**config.mk**
```make
export PLATFORM = sky130hd
export DESIGN_NAME = keyword_triggered_field_extractor_top_flat
export DESIGN_NICKNAME = d
export VERILOG_FILES = /design/src/rtl/kwfe_pkg.sv /design/src/rtl/kwfe_if.sv /design/src/rtl/keyword_triggered_field_extractor_top.sv /design/src/flat_wrapper.sv
export SDC_FILE = /design/constraint.sdc
export NUM_CORES = 1
export LEC_CHECK = 0
export BUFFER_PORTS_ARGS = -buffer_cell sky130_fd_sc_hd__buf_2
export CAP_MARGIN = 25
export CORE_UTILIZATION = 55
export DETAILED_ROUTE_END_ITERATION = 10
export PLACE_DENSITY = 0.82
export SYNTH_ARGS = -nofsm -noshare
export SYNTH_HDL_FRONTEND = slang
export SYNTH_SLANG_ARGS = --single-unit
```
**constraint.sdc**
```tcl
create_clock -name clk -period 6.2 [get_ports clk]
set_input_delay 0.31 -clock clk [delete_from_list [all_inputs] [get_ports clk]]
set_output_delay 0.31 -clock clk [all_outputs]
set_load 0.03 [all_outputs]
```
**src/rtl/kwfe_pkg.sv**
```systemverilog
// Package: shared types and constants for the keyword-triggered field extractor.
package kwfe_pkg;

    localparam int MAX_KEY_BYTES = 8;
    localparam int KEY_W         = 8 * MAX_KEY_BYTES;
    localparam int KEY_LEN_W     = 4;
    localparam int CFG_INDEX_W   = 1;
    localparam int CFG_DATA_W    = KEY_W;
    localparam int FILL_W        = 4;
    localparam int COUNT_W       = 3;
    localparam int ADDR_W        = 32;
    localparam int PORT_W        = 16;

    localparam logic [CFG_INDEX_W-1:0] REG_KEYWORD_BYTES  = 1'd0;
    localparam logic [CFG_INDEX_W-1:0] REG_KEYWORD_LENGTH = 1'd1;

    localparam logic [FILL_W-1:0]  FILL_FULL      = 4'(MAX_KEY_BYTES);
    localparam logic [COUNT_W-1:0] ADDR_LAST_BYTE = 3'd3;
    localparam logic [COUNT_W-1:0] PORT_LAST_BYTE = 3'd1;

    typedef enum logic [2:0] {
        PH_SEARCH = 3'd0,
        PH_SEP1   = 3'd1,
        PH_ADDR   = 3'd2,
        PH_SEP2   = 3'd3,
        PH_PORT   = 3'd4,
        PH_DONE   = 3'd5
    } phase_t;

    typedef struct packed {
        logic                is_match;
        logic [ADDR_W-1:0]   server_address;
        logic [PORT_W-1:0]   server_port;
        logic                truncated;
    } result_t;

    function automatic logic [KEY_LEN_W-1:0] clamp_len(input logic [KEY_LEN_W-1:0] len);
        logic [KEY_LEN_W-1:0] r;
        r = len;
        if (len == '0)
            r = KEY_LEN_W'(1);
        else if (len > KEY_LEN_W'(MAX_KEY_BYTES))
            r = KEY_LEN_W'(MAX_KEY_BYTES);
        return r;
    endfunction

    function automatic logic [KEY_W-1:0] byte_mask(input logic [KEY_LEN_W-1:0] len);
        logic [KEY_W-1:0] m;
        m = '0;
        for (int i = 0; i < MAX_KEY_BYTES; i++)
        begin
            if (KEY_LEN_W'(i) < len)
                m[8*i +: 8] = 8'hFF;
        end
        return m;
    endfunction

endpackage

```
**src/rtl/kwfe_if.sv**
```systemverilog
// Interfaces: packet byte channel and result channel with valid/ready handshake.
interface kwfe_byte_if
    import kwfe_pkg::*;
();
    logic       valid;
    logic       ready;
    logic [7:0] data_byte;
    logic       last_byte;

    modport source (output valid, output data_byte, output last_byte, input ready);
    modport sink   (input valid, input data_byte, input last_byte, output ready);
endinterface

interface kwfe_result_if
    import kwfe_pkg::*;
();
    logic              valid;
    logic              ready;
    logic              is_match;
    logic [ADDR_W-1:0] server_address;
    logic [PORT_W-1:0] server_port;
    logic              truncated;

    modport source (output valid, output is_match, output server_address,
                    output server_port, output truncated, input ready);
    modport sink   (input valid, input is_match, input server_address,
                    input server_port, input truncated, output ready);
endinterface

```
**src/rtl/keyword_triggered_field_extractor_top.sv**
```systemverilog
// Top level: keyword match on a sliding byte window and address/port field capture.
// A result goes valid after the last byte passes the input and then the result register.
// One byte per cycle unless stalled; window compare and field update are combinational.
// The input register stalls only when a last byte meets a full, unread result register.
// Reset (rst_n, async, active low): keyword 0, length 1, per-packet state cleared.
// Each packet's state clears after its last byte.
module keyword_triggered_field_extractor_top
    import kwfe_pkg::*;
(
    input  logic                   clk,
    input  logic                   rst_n,
    kwfe_byte_if.sink              pkt,
    kwfe_result_if.source          res,
    input  logic                   cfg_we,
    input  logic [CFG_INDEX_W-1:0] cfg_index,
    input  logic [CFG_DATA_W-1:0]  cfg_data
);

    logic [KEY_W-1:0]     keyword_reg;
    logic [KEY_LEN_W-1:0] key_len_reg;

    logic       in_valid_reg;
    logic [7:0] in_byte_reg;
    logic       in_last_reg;

    logic [KEY_W-1:0]   window_reg,  window_next;
    logic [FILL_W-1:0]  fill_reg,    fill_next;
    phase_t             phase_reg,   phase_next;
    logic [COUNT_W-1:0] count_reg,   count_next;
    logic [ADDR_W-1:0]  addr_reg,    addr_next;
    logic [PORT_W-1:0]  port_reg,    port_next;

    logic    out_valid_reg, out_valid_next;
    result_t result_reg,    result_next;

    logic                 advance;
    logic [KEY_LEN_W-1:0] len_eff;
    logic [KEY_W-1:0]     len_mask;
    logic [KEY_W-1:0]     shifted_window;
    logic [KEY_W-1:0]     shift_window;
    logic [FILL_W-1:0]    fill_inc;
    logic                 hit;

    assign advance   = in_valid_reg && !(in_last_reg && out_valid_reg && !res.ready);
    assign pkt.ready = !in_valid_reg || advance;

    always_ff @(posedge clk or negedge rst_n)
    begin
        if (!rst_n)
        begin
            keyword_reg <= '0;
            key_len_reg <= KEY_LEN_W'(1);
        end
        else if (cfg_we)
        begin
            unique case (cfg_index)
                REG_KEYWORD_BYTES:  keyword_reg <= cfg_data;
                REG_KEYWORD_LENGTH: key_len_reg <= cfg_data[KEY_LEN_W-1:0];
                default: ;
            endcase
        end
    end

    // Hold the input register while the downstream result slot is blocked.
    always_ff @(posedge clk or negedge rst_n)
    begin
        if (!rst_n)
            in_valid_reg <= 1'b0;
        else if (pkt.ready)
            in_valid_reg <= pkt.valid;
    end

    always_ff @(posedge clk)
    begin
        if (pkt.valid && pkt.ready)
        begin
            in_byte_reg <= pkt.data_byte;
            in_last_reg <= pkt.last_byte;
        end
    end

    assign len_eff        = clamp_len(key_len_reg);
    assign len_mask       = byte_mask(len_eff);
    assign shift_window   = {in_byte_reg, window_reg[KEY_W-1:8]};
    assign shifted_window = shift_window >> (8 * (MAX_KEY_BYTES - int'(len_eff)));
    assign fill_inc       = (fill_reg < FILL_FULL) ? fill_reg + FILL_W'(1) : fill_reg;
    assign hit            = (fill_inc >= FILL_W'(len_eff))
                            && ((shifted_window & len_mask) == (keyword_reg & len_mask));

    always_comb
    begin
        window_next    = window_reg;
        fill_next      = fill_reg;
        phase_next     = phase_reg;
        count_next     = count_reg;
        addr_next      = addr_reg;
        port_next      = port_reg;
        out_valid_next = out_valid_reg && !res.ready;
        result_next    = result_reg;

        if (phase_reg == PH_SEARCH)
        begin
            window_next = shift_window;
            fill_next   = fill_inc;
        end

        if (advance)
        begin
            case (phase_reg)
                PH_SEARCH:
                begin
                    if (hit)
                        phase_next = PH_SEP1;
                end
                PH_SEP1:
                begin
                    phase_next = PH_ADDR;
                    count_next = '0;
                end
                PH_ADDR:
                begin
                    addr_next  = {addr_reg[ADDR_W-9:0], in_byte_reg};
                    count_next = count_reg + COUNT_W'(1);
                    if (count_reg == ADDR_LAST_BYTE)
                    begin
                        count_next = '0;
                        phase_next = PH_SEP2;
                    end
                end
                PH_SEP2:
                begin
                    phase_next = PH_PORT;
                    count_next = '0;
                end
                PH_PORT:
                begin
                    port_next  = {port_reg[PORT_W-9:0], in_byte_reg};
                    count_next = count_reg + COUNT_W'(1);
                    if (count_reg == PORT_LAST_BYTE)
                    begin
                        count_next = '0;
                        phase_next = PH_DONE;
                    end
                end
                default: ;
            endcase

            if (in_last_reg)
            begin
                out_valid_next = 1'b1;
                if (phase_next == PH_DONE)
                begin
                    result_next.is_match       = 1'b1;
                    result_next.server_address = addr_next;
                    result_next.server_port    = port_next;
                    result_next.truncated      = 1'b0;
                end
                else
                begin
                    result_next.is_match       = 1'b0;
                    result_next.server_address = '0;
                    result_next.server_port    = '0;
                    result_next.truncated      = (phase_next != PH_SEARCH);
                end
                // Drop all per-packet state after the last byte.
                window_next = '0;
                fill_next   = '0;
                phase_next  = PH_SEARCH;
                count_next  = '0;
                addr_next   = '0;
                port_next   = '0;
            end
        end
        else
        begin
            window_next = window_reg;
            fill_next   = fill_reg;
        end
    end

    always_ff @(posedge clk or negedge rst_n)
    begin
        if (!rst_n)
        begin
            window_reg    <= '0;
            fill_reg      <= '0;
            phase_reg     <= PH_SEARCH;
            count_reg     <= '0;
            addr_reg      <= '0;
            port_reg      <= '0;
            out_valid_reg <= 1'b0;
        end
        else
        begin
            window_reg    <= window_next;
            fill_reg      <= fill_next;
            phase_reg     <= phase_next;
            count_reg     <= count_next;
            addr_reg      <= addr_next;
            port_reg      <= port_next;
            out_valid_reg <= out_valid_next;
        end
    end

    always_ff @(posedge clk)
    begin
        result_reg <= result_next;
    end

    assign res.valid          = out_valid_reg;
    assign res.is_match       = result_reg.is_match;
    assign res.server_address = result_reg.server_address;
    assign res.server_port    = result_reg.server_port;
    assign res.truncated      = result_reg.truncated;

endmodule

```
**src/flat_wrapper.sv**
```systemverilog
// flat-port wrapper written by rule: the top's interface ports become plain ports
module keyword_triggered_field_extractor_top_flat import kwfe_pkg::*;
  (clk, rst_n, cfg_we, cfg_index, cfg_data, pkt_valid, pkt_data_byte, pkt_last_byte, pkt_ready, res_valid, res_is_match, res_server_address, res_server_port, res_truncated, res_ready);
  kwfe_byte_if pkt_i ();
  kwfe_result_if res_i ();
  input  logic clk;
  input  logic rst_n;
  input  logic cfg_we;
  input  logic [CFG_INDEX_W-1:0] cfg_index;
  input  logic [CFG_DATA_W-1:0] cfg_data;
  input wire logic [$bits(pkt_i.valid)-1:0] pkt_valid;
  input wire logic [$bits(pkt_i.data_byte)-1:0] pkt_data_byte;
  input wire logic [$bits(pkt_i.last_byte)-1:0] pkt_last_byte;
  output wire logic [$bits(pkt_i.ready)-1:0] pkt_ready;
  output wire logic [$bits(res_i.valid)-1:0] res_valid;
  output wire logic [$bits(res_i.is_match)-1:0] res_is_match;
  output wire logic [$bits(res_i.server_address)-1:0] res_server_address;
  output wire logic [$bits(res_i.server_port)-1:0] res_server_port;
  output wire logic [$bits(res_i.truncated)-1:0] res_truncated;
  input wire logic [$bits(res_i.ready)-1:0] res_ready;
  assign pkt_i.valid = pkt_valid;
  assign pkt_i.data_byte = pkt_data_byte;
  assign pkt_i.last_byte = pkt_last_byte;
  assign pkt_ready = pkt_i.ready;
  assign res_valid = res_i.valid;
  assign res_is_match = res_i.is_match;
  assign res_server_address = res_i.server_address;
  assign res_server_port = res_i.server_port;
  assign res_truncated = res_i.truncated;
  assign res_i.ready = res_ready;
  keyword_triggered_field_extractor_top u_core (.clk(clk), .rst_n(rst_n), .pkt(pkt_i), .res(res_i), .cfg_we(cfg_we), .cfg_index(cfg_index), .cfg_data(cfg_data));
endmodule
```
==> Flow_metrics.wiki, run 1 <==
{| class="wikitable"
! Metric !! Value
|-
| Outcome || finished clean
|-
| Sink count of the clock tree || 243
|-
| Setup crit end kind || flop
|-
| Required time of the critical path || around 6.6 ns
|-
| Via count normalized by instance count || about 6.6
|-
| Largest area contributor in the netlist || dfrtp_1
|-
| Final setup fails || 0
|-
| Fillers || approximately 1700
|-
| First-pass GRT wire length || 61700 um
|-
| Post-detailed-placement half-perimeter wirelength || ~25000 um
|-
| Share of power burned in combinational logic || 27.4%
|-
| Slowest library cell on the worst path || dfrtp_1
|-
| Worst path top cell family by delay || compound AO/OA/AOI/OAI gates
|-
| Via total after detailed routing || approximately 11000
|-
| Synth top cells by count || dfrtp_1 (183), nand2_1 (155), o21ai_0 (85)
|-
| Last weighted congestion value of the routability-driven placer || slightly above 1
|-
| Sequential-to-total area share from yosys stat || approximately half
|-
| Clock buffer depth || 3
|-
| Mapped Avg Cell Area || between 10 and 15 um^2
|-
| Core Area || 0.0229 mm^2
|-
| Clock group share of total power || between 30% and 40%
|-
| FFs w/ async S/R, synth || about 76%
|-
| Maximum number of pins on one net before global-route repair || ~110
|-
| Worst clock skew on the final layout || about 0.022 ns
|-
| Number of nets in the layout || approximately 1500
|-
| Number of detailed-route iterations in the first pass || 6
|-
| Sw frac || between 30% and 40%
|-
| Number of antenna violations at the first check in global routing || 0
|-
| Number of clock buffers inserted by TritonCTS || 25
|-
| Remaining global-route overflow || 0
|-
| Register area || about 0.0064 mm^2
|-
| Switching power summed over all nets || roughly 0.0017 W
|-
| Die H || roughly 160 um
|-
| Cells taking the most area after synthesis || dfrtp_1 (35%), edfxtp_1 (14%), mux2_2 (6.1%)
|-
| Number of enable-type register cells in the synthesized netlist || 59
|-
| Slowest stage delay, CP || between 0.8 and 0.9 ns
|-
| PortBufs || between 100 and 150
|-
| Unrepaired setup endpoints after global routing || no
|-
| Die Wd || 156 um
|-
| Count of endpoints failing hold in the final timing report || 0
|-
| Cell variety after synth || 73
|-
| Number of synthesized register bits || approximately 240
|-
| Antenna Diode Count || 0
|-
| Clock transition time at the flip-flop clock pins of the worst setup and hold paths || roughly 0.060 ns
|-
| Max_slew headroom || a little under a fifth
|-
| CTS-repair resized insts || 0
|-
| Launching element type of the critical path || flop
|-
| Worst min-delay path category || in -> reg
|-
| Number of maximum-capacitance constraint violations || 0
|-
| Internal power contribution || roughly 0.0033 W
|-
| Proportion of netlist area held by the largest area contributor || between 30% and 40%
|-
| Overall power after layout || roughly 0.0051 W
|-
| Met1 layer wirelength in the final routing || between 15000 and 20000 um
|-
| Vias in the first global route || approximately 11000
|-
| Clock tree from TritonCTS || yes
|-
| Post-route design area || about 0.015 mm^2
|-
| I/O pins || 131
|-
| Total detailed-routing wirelength || 39000 um
|-
| CP cell instances || inv_1 > nand2_1 > ha_1 > nand2_1 > o21ai_4 > buf_4 > a221oi_1 > nor2_1 > xor2_1 > o21ai_0 > o21ai_0 > o31ai_1 > o2111ai_1 > o31ai_1
|-
| Accumulated negative setup slack || 0 ns
|-
| Cell Pwr Density || approximately 330 mW/mm^2
|-
| WP data arrival || roughly 5.6 ns
|-
| Kind of critical path || reg -> reg
|-
| Proportion of layout cells with a drive suffix above 1 || 20.1%
|-
| Most used standard cell by instance count after synthesis || dfrtp_1
|-
| Met2 Routed Length || approximately 18000 um
|-
| Mapped cell area || 0.0130 mm^2
|-
| Area growth from synthesis to layout || 18.1%
|-
| Worst hold slack after final layout || between 0.01 and 0.015 ns
|-
| Max FFs per register || between 60 and 70
|-
| Fin crit period || 5.18 ns
|-
| Share of power burned in registers || 41.8%
|-
| Number of levels the H-tree was split into || 1
|-
| Number of nets with antenna violations after routing || 0
|-
| Uppermost layer routed || met4
|-
| Initial core utilization || a little under three fifths
|-
| Total die area || ~0.024 mm^2
|-
| Max Slew Vio Count || 0
|-
| Overall fraction of global-route tracks in use || about a third
|-
| Multi-input gate area || 0.00620 mm^2
|-
| Iteration-0 DRC Markers || approximately 1100
|-
| Number of placement rows || 55
|-
| Number of remaining DRC errors || 0
|-
| Worst-case setup margin in the final layout || slightly above 1 ns
|-
| Routed wl met3 || about 3600 um
|-
| Primary flip-flop cell chosen by synthesis mapping || dfrtp_1
|-
| Area post-placement || between 0.01 and 0.015 mm^2
|-
| Highest Clock Rate || between 0.15 and 0.2 GHz
|-
| Worst IR drop on VDD || roughly 0.00028 V
|-
| Pin slew with the least headroom to its limit || 1.20 ns
|-
| Yosys Warn Count || 0
|-
| Wirelength per Cell || 22.5 um
|-
| Root buf cell || clkbuf_16
|-
| Critical-path maximum fanout || 26
|-
| Final clock period utilization by the worst path || roughly 83%
|-
| Count of buffer and inverter cells on the critical path || 2
|-
| Synthesized net count || about 1400
|-
| Place WS || 1.26 ns
|-
| Pleak || around 6.3 nW
|-
| Later-pin clock latency in the skew report || about 0.55 ns
|-
| Post-synthesis cell count || about 1300
|}
-- placed cells by master, fill, tap and decap left out, types with 9 or more instances in the layout --
| cell | count |
|---|---|
| dfrtp_1 | 183 |
| nand2_1 | 155 |
| buf_2 | 129 |
| o21ai_0 | 85 |
| mux2_2 | 71 |
| a22o_1 | 65 |
| dlygate4sd3_1 | 61 |
| edfxtp_1 | 59 |
| a21boi_0 | 47 |
| a21oi_1 | 45 |
| nor4_1 | 40 |
| a221oi_1 | 33 |
| nor2_1 | 29 |
| a22oi_1 | 28 |
| inv_1 | 25 |
| clkbuf_16 | 25 |
| xnor2_1 | 23 |
| buf_4 | 22 |
| nor3_1 | 21 |
| xor2_1 | 20 |
| o22ai_1 | 20 |
| mux2i_1 | 20 |
| nand3_1 | 16 |
| a211oi_1 | 11 |
| ha_1 | 10 |
| o211ai_1 | 9 |
| nand4_1 | 9 |
-- per-stage QoR --
| step | cells | util (%) |
|---|---|---|
| final | 1734 | 67.2 |
| after global placement | 1627 | 60.6 |
| after CTS | 1733 | 67.1 |
| after detailed placement | 1627 | 60.6 |
| after floorplan | 1266 | - |
| after global routing | 1734 | 67.2 |
-- area by class of cell --
cell class | count | share of cell area (%)
Sequential cell | 243 | 41.4
Multi-Input combinational cell | 894 | 40.3
Timing Repair Buffer | 214 | 9.48
Clock buffer | 34 | 4.74
Tap cell | 313 | 2.54
Clock inverter | 11 | 0.894
Inverter | 25 | 0.610
-- power groups by stage --
stage	logic [W]	clock network [W]	registers (W)
6_report	0.00140	0.00157	0.00213
3_3_place_gp	0.00129	0	0.00213
5_1_grt	0.00153	0.00164	0.00215
3_5_place_dp	0.00132	0	0.00214
4_1_cts	0.00137	0.00158	0.00211
2_1_floorplan	0.00101	0	0.00205
-- cell families (layout without fill, tap and decap cells) --
family                     after synthesis  count (layout)  share of synthesized area [%]
and+or+nand+nor                        335             335                           12.6
AOI/OAI and AO/OA                      412             412                           22.7
adders and majority gates               11              11                           1.06
muxes                                   91              91                           7.67
DFF                                    243             243                           48.9
xor gates and xnor gates                45              45                           3.02
buffers and inverters                  129             284                           4.02
-- what timing repair did --
action | 4_1_cts | 5_1_grt
buffers inserted | 0 | 0
hold buffers | 61 | 0
hold endpoints to repair | 168 | 0
-- per-layer routing --
metal  GRT usage [%]  vias up
met5               0        -
met4            15.8        0
met3            4.92      156
met2            52.5      715
met1            43.1     5484
li1                -     5075
-- worst paths after layout --
check | from | end | slack, ns | cells past startpoint
max | u_core.key_len_reg[3]$_DFFE_PN0P_ | u_core.phase_reg[0]$_DFFE_PN0P_ | 1.02 | 14
min | cfg_data[63] | u_core.keyword_reg[63]$_DFFE_PN0P_ | 0.01 | 2
max reg2reg | u_core.key_len_reg[3]$_DFFE_PN0P_ | u_core.phase_reg[0]$_DFFE_PN0P_ | 1.02 | 14
min reg2reg | u_core.addr_reg[28]$_DFFE_PN0P_ | u_core.addr_reg[28]$_DFFE_PN0P_ | 0.49 | 2
max in group asynchronous | rst_n | u_core.addr_reg[14]$_DFFE_PN0P_ | 4.23 | 4
min in group asynchronous | rst_n | u_core.window_reg[41]$_DFFE_PN0P_ | 0.26 | 2
-- worst reg2reg max path, delay by kind of cell (launching register included) --
kind | cells | cell delay [ns]
xor gates and xnor gates | 1 | 0.11
adders and majority gates | 1 | 0.70
DFF | 1 | 0.82
AOI/OAI and AO/OA | 7 | 1.93
and+or+nand+nor | 3 | 0.76
buffers and inverters | 2 | 0.75
(Power assumes the default switching activity.)
==> inputs of run 2 (changes only) <==
==> constraint.sdc (replaced) <==
create_clock -name clk -period 5.3 [get_ports clk]
set_input_delay 0.265 -clock clk [delete_from_list [all_inputs] [get_ports clk]]
set_output_delay 0.265 -clock clk [all_outputs]
set_load 0.03 [all_outputs]
==> run 2 against run 1 <==
Effect of this change: total power increased by 15%; final area increased by 0.48%; largest power group unchanged; count of clock-buffer cells in the layout decreased by 5; non-clock buffer count increased by 13; global-route usage increased by 0.29 points; routed wire length increased by 1.4%; sequential share of layout area decreased by 0.20 points; cell count increased by 0.69%; clock power increased by 10%; highest routed layer unchanged; critical path type unchanged; via count increased by 1.5%; die area unchanged; critical endpoint unchanged.
==> Flow_metrics.wiki, run 2 (synthesized netlist as in run 1, its figures left out) <==
{| class="wikitable"
! Metric !! Value
|-
| Required time of the critical path || around 5.8 ns
|-
| Later-pin clock latency in the skew report || 0.54 ns
|-
| Overall fraction of global-route tracks in use || about a third
|-
| Highest Clock Rate || roughly 0.23 GHz
|-
| I/O pins || ~130
|-
| Max FFs per register || 64
|-
| First-pass GRT wire length || around 62000 um
|-
| Die H || 156 um
|-
| Maximum number of pins on one net before global-route repair || 96
|-
| Cell Pwr Density || approximately 380 mW/mm^2
|-
| Critical R2R Launch || u_core.key_len_reg[0]$_DFFE_PN1P_
|-
| Iteration-0 DRC Markers || about 1300
|-
| Sink count of the clock tree || between 200 and 250
|-
| Remaining global-route overflow || 0
|-
| Buffers inserted by post-CTS timing repair || 0
|-
| Root buf cell || clkbuf_16
|-
| Hold Path Cell Cnt || 2
|-
| Area growth from synthesis to layout || 18.7%
|-
| Pleak || about 6.3 nW
|-
| Worst min-delay path category || in -> reg
|-
| Final setup fails || 0
|-
| Max Slew Vio Count || 0
|-
| Area post-placement || 0.0139 mm^2
|-
| Post-route design area || between 0.015 and 0.02 mm^2
|-
| Max_slew headroom || around 28%
|-
| Clock transition time at the flip-flop clock pins of the worst setup and hold paths || approximately 0.070 ns
|-
| Core Area || approximately 0.023 mm^2
|-
| WP data arrival || roughly 4.9 ns
|-
| Total detailed-routing wirelength || around 40000 um
|-
| Setup crit end kind || flop
|-
| Kind of critical path || reg -> reg
|-
| Clock buffer depth || 3
|-
| Pin slew with the least headroom to its limit || around 1.1 ns
|-
| Antenna Diode Count || 0
|-
| Worst IR drop on VDD || roughly 0.00029 V
|-
| Accumulated negative setup slack || 0 ns
|-
| Number of detailed-route iterations in the first pass || 7
|-
| Number of remaining DRC errors || 0
|-
| Hold_sp || cfg_data[1]
|-
| Total die area || about 0.024 mm^2
|-
| Number of placement rows || between 50 and 60
|-
| Clock tree from TritonCTS || yes
|-
| Die Wd || 156 um
|-
| Most common cell after layout, fill and taps aside || dfrtp_1
|-
| Vias in the first global route || 11000
|-
| Launching element type of the critical path || flop
|-
| Number of nets with antenna violations after routing || 0
|-
| Number of clock buffers inserted by TritonCTS || 25
|-
| Fin crit period || 4.43 ns
|-
| Count of endpoints failing hold in the final timing report || 0
|-
| CTS-repair resized insts || 0
|-
| Number of nets in the layout || 1506
|-
| Proportion of layout cells with a drive suffix above 1 || between 10% and 20%
|-
| Via total after detailed routing || approximately 12000
|-
| Number of maximum-capacitance constraint violations || 0
|-
| Number of levels the H-tree was split into || 1
|-
| Wirelength per Cell || around 23 um
|-
| Final clock period utilization by the worst path || 83.6%
|-
| Number of antenna violations at the first check in global routing || 0
|-
| Launch point of the worst path || u_core.key_len_reg[0]$_DFFE_PN1P_
|-
| Via count normalized by instance count || ~6.6
|-
| PortBufs || 130
|-
| Worst clock skew on the final layout || 0.0194 ns
|-
| Last weighted congestion value of the routability-driven placer || approximately 1.0
|-
| Outcome || finished clean
|-
| Critical-path maximum fanout || 20
|-
| Unrepaired setup endpoints after global routing || no
|-
| Worst-case reg-to-reg path depth || 15
|-
| Post-detailed-placement half-perimeter wirelength || between 20000 and 30000 um
|-
| Highest-count cells in the layout ignoring fill and taps || dfrtp_1 (183), nand2_1 (155), buf_2 (129)
|-
| Initial core utilization || a little under three fifths
|}
## run 2: cell type report
| cell class | instances | area (um^2) |
|---|---|---|
| Fill cell | 1676 | 7450 |
| Multi-Input combinational cell | 894 | 6200 |
| Sequential cell | 243 | 6380 |
| Tap cell | 313 | 392 |
| Clock inverter | 15 | 148 |
| Inverter | 25 | 93.8 |
| Timing Repair Buffer | 227 | 1600 |
| Clock buffer | 29 | 651 |
## run 2: report_power, final
part           leakage (nW)  internal (W)  total, W  switching (W)
clock network         0.398      0.000984   0.00173       0.000750
registers              2.93       0.00217   0.00248       0.000309
logic                  3.00      0.000680   0.00166       0.000978
## run 2: routing by layer
| layer | GRT usage [%] | up-vias | part of all wire [%] |
|---|---|---|---|
| met4 | 15.8 | 0 | 6.2 |
| met2 | 53.8 | 719 | 47 |
| met1 | 42.1 | 5570 | 38 |
| met3 | 5.83 | 208 | 8.9 |
| met5 | 0 | - | 0 |
| li1 | - | 5106 | - |
## run 2: worst paths after layout
| check | end | slack, ns |
|---|---|---|
| max | u_core.phase_reg[0]$_DFFE_PN0P_ | 0.87 |
| min | u_core.key_len_reg[1]$_DFFE_PN0P_ | 0.02 |
| max reg2reg | u_core.phase_reg[0]$_DFFE_PN0P_ | 0.87 |
| min reg2reg | u_core.port_reg[12]$_DFFE_PN0P_ | 0.48 |
| max in group asynchronous | u_core.keyword_reg[44]$_DFFE_PN0P_ | 3.93 |
| min in group asynchronous | u_core.port_reg[15]$_DFFE_PN0P_ | 0.38 |
## run 2: per-stage QoR
step           total power, W  cells  utilization, %  worst slack, ns  hold slack (ns)
6_report              0.00587   1746            67.5            0.867           0.0200
5_1_grt               0.00613   1746            67.5            0.576          0.00159
4_1_cts               0.00582   1746            67.5            0.888          0.00303
3_5_place_dp          0.00405   1628            60.8            0.920            0.396
3_3_place_gp          0.00400   1627            60.7            0.981            0.396
2_1_floorplan         0.00357   1266               -            0.869          -0.0306
## run 2: timing repair
item | in CTS | in global routing
endpoints found under the hold margin | 162 | 0
setup endpoints to repair | 0 | 0
hold buffers | 74 | 0
## run 2: worst max-delay path, stage by stage (launching register included)
cell and delay (ns):
dfstp_2 0.64, o21ba_2 0.26, nor2_4 0.12, inv_1 0.07, ha_1 0.23, buf_4 0.22
or3b_1 0.41, a2111oi_4 0.69, a21boi_1 0.19, a32o_1 0.27, a2111oi_2 0.26, and4bb_1 0.23
nand4_1 0.12, nor4_1 0.20, o2111ai_1 0.17, o31ai_1 0.27
==> inputs of run 3 (changes only) <==
--- a/config.mk
+++ b/config.mk
@@ -7,9 +7,9 @@
 export LEC_CHECK = 0
 export BUFFER_PORTS_ARGS = -buffer_cell sky130_fd_sc_hd__buf_2
 export CAP_MARGIN = 25
-export CORE_UTILIZATION = 55
+export CORE_UTILIZATION = 54
 export DETAILED_ROUTE_END_ITERATION = 10
-export PLACE_DENSITY = 0.82
+export PLACE_DENSITY = 0.84
 export SYNTH_ARGS = -nofsm -noshare
 export SYNTH_HDL_FRONTEND = slang
 export SYNTH_SLANG_ARGS = --single-unit
==> constraint.sdc (replaced) <==
create_clock -name clk -period 3.7 [get_ports clk]
set_input_delay 0.185 -clock clk [delete_from_list [all_inputs] [get_ports clk]]
set_output_delay 0.185 -clock clk [all_outputs]
set_load 0.03 [all_outputs]
==> run 3 against run 2 <==
Effect of this change: the flow now finishes with violations (negative setup slack); sequential share of layout area fell by 2.2 points; setup slack worse by 0.92 ns; worst hold slack gained 0.091 ns; final area rose by 5.6%; die area grew 1.8%; via count is 2.1% higher; highest routed layer unchanged.
==> Flow_metrics.wiki, run 3 (synthesized netlist as in run 1, its figures left out) <==
{| class="wikitable"
! Metric !! Value
|-
| Outcome || finished with violations
|-
| Failing checks || negative setup slack
|-
| Clock buffer depth || 3
|-
| Worst-case setup margin in the final layout || -0.0554 ns
|-
| Slowest stage delay, CP || between 0.5 and 0.6 ns
|-
| Worst path top cell family by delay || simple AND/OR/NAND/NOR gates
|-
| Total die area || between 0.02 and 0.025 mm^2
|-
| Area growth from synthesis to layout || 25.3%
|-
| Number of remaining DRC errors || 0
|-
| Overall power after layout || about 0.009 W
|-
| Wirelength per Cell || ~23 um
|-
| Cell Pwr Density || approximately 550 mW/mm^2
|-
| PortBufs || between 100 and 150
|-
| CP dominant cell by count || a2111oi_4
|-
| Setup crit end kind || flop
|-
| Number of placement rows || 56
|-
| Max FFs per register || 64
|-
| Initial core utilization || between 50 and 60%
|-
| Critical-path maximum fanout || 6
|-
| Most common cell after layout, fill and taps aside || dfrtp_1
|-
| Number of clock buffers inserted by TritonCTS || 27
|-
| Die Wd || approximately 160 um
|-
| Number of nets with antenna violations after routing || 0
|-
| Final clock period utilization by the worst path || 101%
|-
| Internal power contribution || 0.00595 W
|-
| Highest-count cells in the layout ignoring fill and taps || dfrtp_1 (182), nand2_1 (152), buf_2 (129)
|-
| Worst IR drop on VDD || around 0.00058 V
|-
| Via total after detailed routing || around 12000
|-
| Via count normalized by instance count || 6.46
|-
| Kind of critical path || reg -> reg
|-
| Maximum number of pins on one net before global-route repair || about 110
|-
| Number of nets in the layout || ~1600
|-
| Number of maximum-capacitance constraint violations || 0
|-
| Area post-placement || approximately 0.014 mm^2
|-
| Die H || 157 um
|-
| Max Slew Vio Count || 0
|-
| Switching power summed over all nets || 0.00309 W
|-
| First-pass GRT wire length || between 60000 and 70000 um
|-
| Post-route design area || 0.0163 mm^2
|-
| Number of antenna violations at the first check in global routing || 1
|-
| Proportion of layout cells with a drive suffix above 1 || 24.9%
|-
| Sw frac || about a third
|-
| Iteration-0 DRC Markers || 1455
|-
| Share of power burned in combinational logic || 30.8%
|-
| Root buf cell || clkbuf_16
|-
| I/O pins || 131
|-
| Required time of the critical path || between 4 and 5 ns
|-
| Unrepaired setup endpoints after global routing || yes
|-
| Vias in the first global route || around 11000
|-
| WP data arrival || 4.22 ns
|-
| Core Area || between 0.02 and 0.025 mm^2
|-
| Final setup fails || 2
|-
| Worst clock skew on the final layout || 0.0102 ns
|-
| Overall fraction of global-route tracks in use || between 30% and 40%
|-
| Count of buffer and inverter cells on the critical path || 2
|-
| CP cell instances || o21ba_4 > nor2_4 > inv_2 > ha_4 > or3b_4 > a2111oi_4 > buf_6 > nand2_2 > and3_4 > a2111oi_4 > and4bb_1 > nand4_1 > nor4_2 > o2111ai_1 > o31ai_1
|-
| Fillers || 1705
|-
| Launching element type of the critical path || flop
|-
| Clock group share of total power || between 30% and 40%
|-
| Last weighted congestion value of the routability-driven placer || about 1.0
|-
| Pin slew with the least headroom to its limit || about 1 ns
|-
| Number of levels the H-tree was split into || 1
|-
| Remaining global-route overflow || 0
|-
| Post-detailed-placement half-perimeter wirelength || 27300 um
|-
| Max_slew headroom || a little over a third
|-
| Slowest library cell on the worst path || dfstp_2
|-
| Clock transition time at the flip-flop clock pins of the worst setup and hold paths || 0.06 ns
|-
| Share of power burned in registers || 39.1%
|-
| Later-pin clock latency in the skew report || ~0.56 ns
|-
| Worst min-delay path category || in -> reg
|-
| Fin crit period || about 3.8 ns
|-
| Place WS || -0.0761 ns
|-
| Pleak || approximately 6.8 nW
|-
| Sink count of the clock tree || 243
|-
| Count of endpoints failing hold in the final timing report || 0
|-
| Highest Clock Rate || 0.266 GHz
|-
| Number of detailed-route iterations in the first pass || 6
|-
| Total detailed-routing wirelength || roughly 42000 um
|-
| Clock tree from TritonCTS || yes
|}
==> run 3: changes by cell type in the layout (fill, tap and decap cells not counted), moves of 4 or more <==
cell / delta
clkbuf_1: +9
a221oi_1: -6
a221oi_2: +6
clkinv_2: -4
buf_4: +68
==> run 3: routing by layer <==
metal  track usage, %  share of wire, %  vias to the layer above
met5                0                 0                        -
met3             5.75               9.1                      137
li1                 -                 -                     5270
met2             55.7                47                      672
met1             43.4                38                     5771
met4             16.5               5.6                        0
==> run 3: path summary, 6_finish.rpt <==
path | slack (ns) | start | depth (start not counted) | endpoint
min | 0.11 | cfg_we | 3 | u_core.key_len_reg[2]$_DFFE_PN0P_
max in group asynchronous | 2.12 | rst_n | 5 | u_core.key_len_reg[0]$_DFFE_PN1P_
min in group asynchronous | 0.51 | rst_n | 3 | u_core.addr_reg[26]$_DFFE_PN0P_
max | -0.06 | u_core.key_len_reg[0]$_DFFE_PN1P_ | 15 | u_core.phase_reg[0]$_DFFE_PN0P_
min reg2reg | 0.48 | u_core.addr_reg[28]$_DFFE_PN0P_ | 2 | u_core.addr_reg[28]$_DFFE_PN0P_
max reg2reg | -0.06 | u_core.key_len_reg[0]$_DFFE_PN1P_ | 15 | u_core.phase_reg[0]$_DFFE_PN0P_
==> run 3: timing repair <==
item	CTS	global route
setup endpoints to repair	2	2
buffers inserted	0	3
resized for setup	6	27
endpoints found under the hold margin	181	2
hold buffers	76	1
pin swaps	1	15
==> run 3: area by class of cell <==
cell class / count / area [um^2] / share of cell area, %
inverter: 25 / 93.8 / 0.574
sequential: 243 / 6380 / 39.0
timing repair buffer: 301 / 2210 / 13.5
clock buffer: 41 / 748 / 4.58
multi-input combinational: 894 / 6370 / 39.0
antenna: 1 / 2.50 / 0.0153
clock inverter: 9 / 140 / 0.858
tap: 319 / 399 / 2.44
==> run 3: metrics by stage <==
stage | std cells | setup TNS, ns | util (%) | hold slack [ns]
2_1_floorplan | 1266 | -0.481 | - | -0.111
3_3_place_gp | 1701 | 0 | 61.5 | 0.354
3_5_place_dp | 1701 | -0.130 | 61.5 | 0.363
4_1_cts | 1827 | 0 | 68.6 | 0.0828
5_1_grt | 1832 | -0.386 | 69.4 | 0.106
6_report | 1833 | -0.104 | 69.4 | 0.111
==> run 3: worst register-to-register path, delay by kind of cell, from the launching register on <==
family,cells,cell delay (ns)
adder cells (fa/ha/maj),1,0.15
AO/OA/AOI/OAI,5,1.20
flip-flops,1,0.53
AND/OR/NAND/NOR,7,1.52
buffers and inverters,2,0.26
==> run 3: power groups by stage <==
stage	registers, W	logic [W]	clock network [W]
global placement	0.00354	0.00250	0
floorplan	0.00343	0.00171	0
global route	0.00357	0.00302	0.00283
CTS	0.00351	0.00266	0.00273
finish	0.00354	0.00279	0.00271
detailed placement	0.00355	0.00256	0
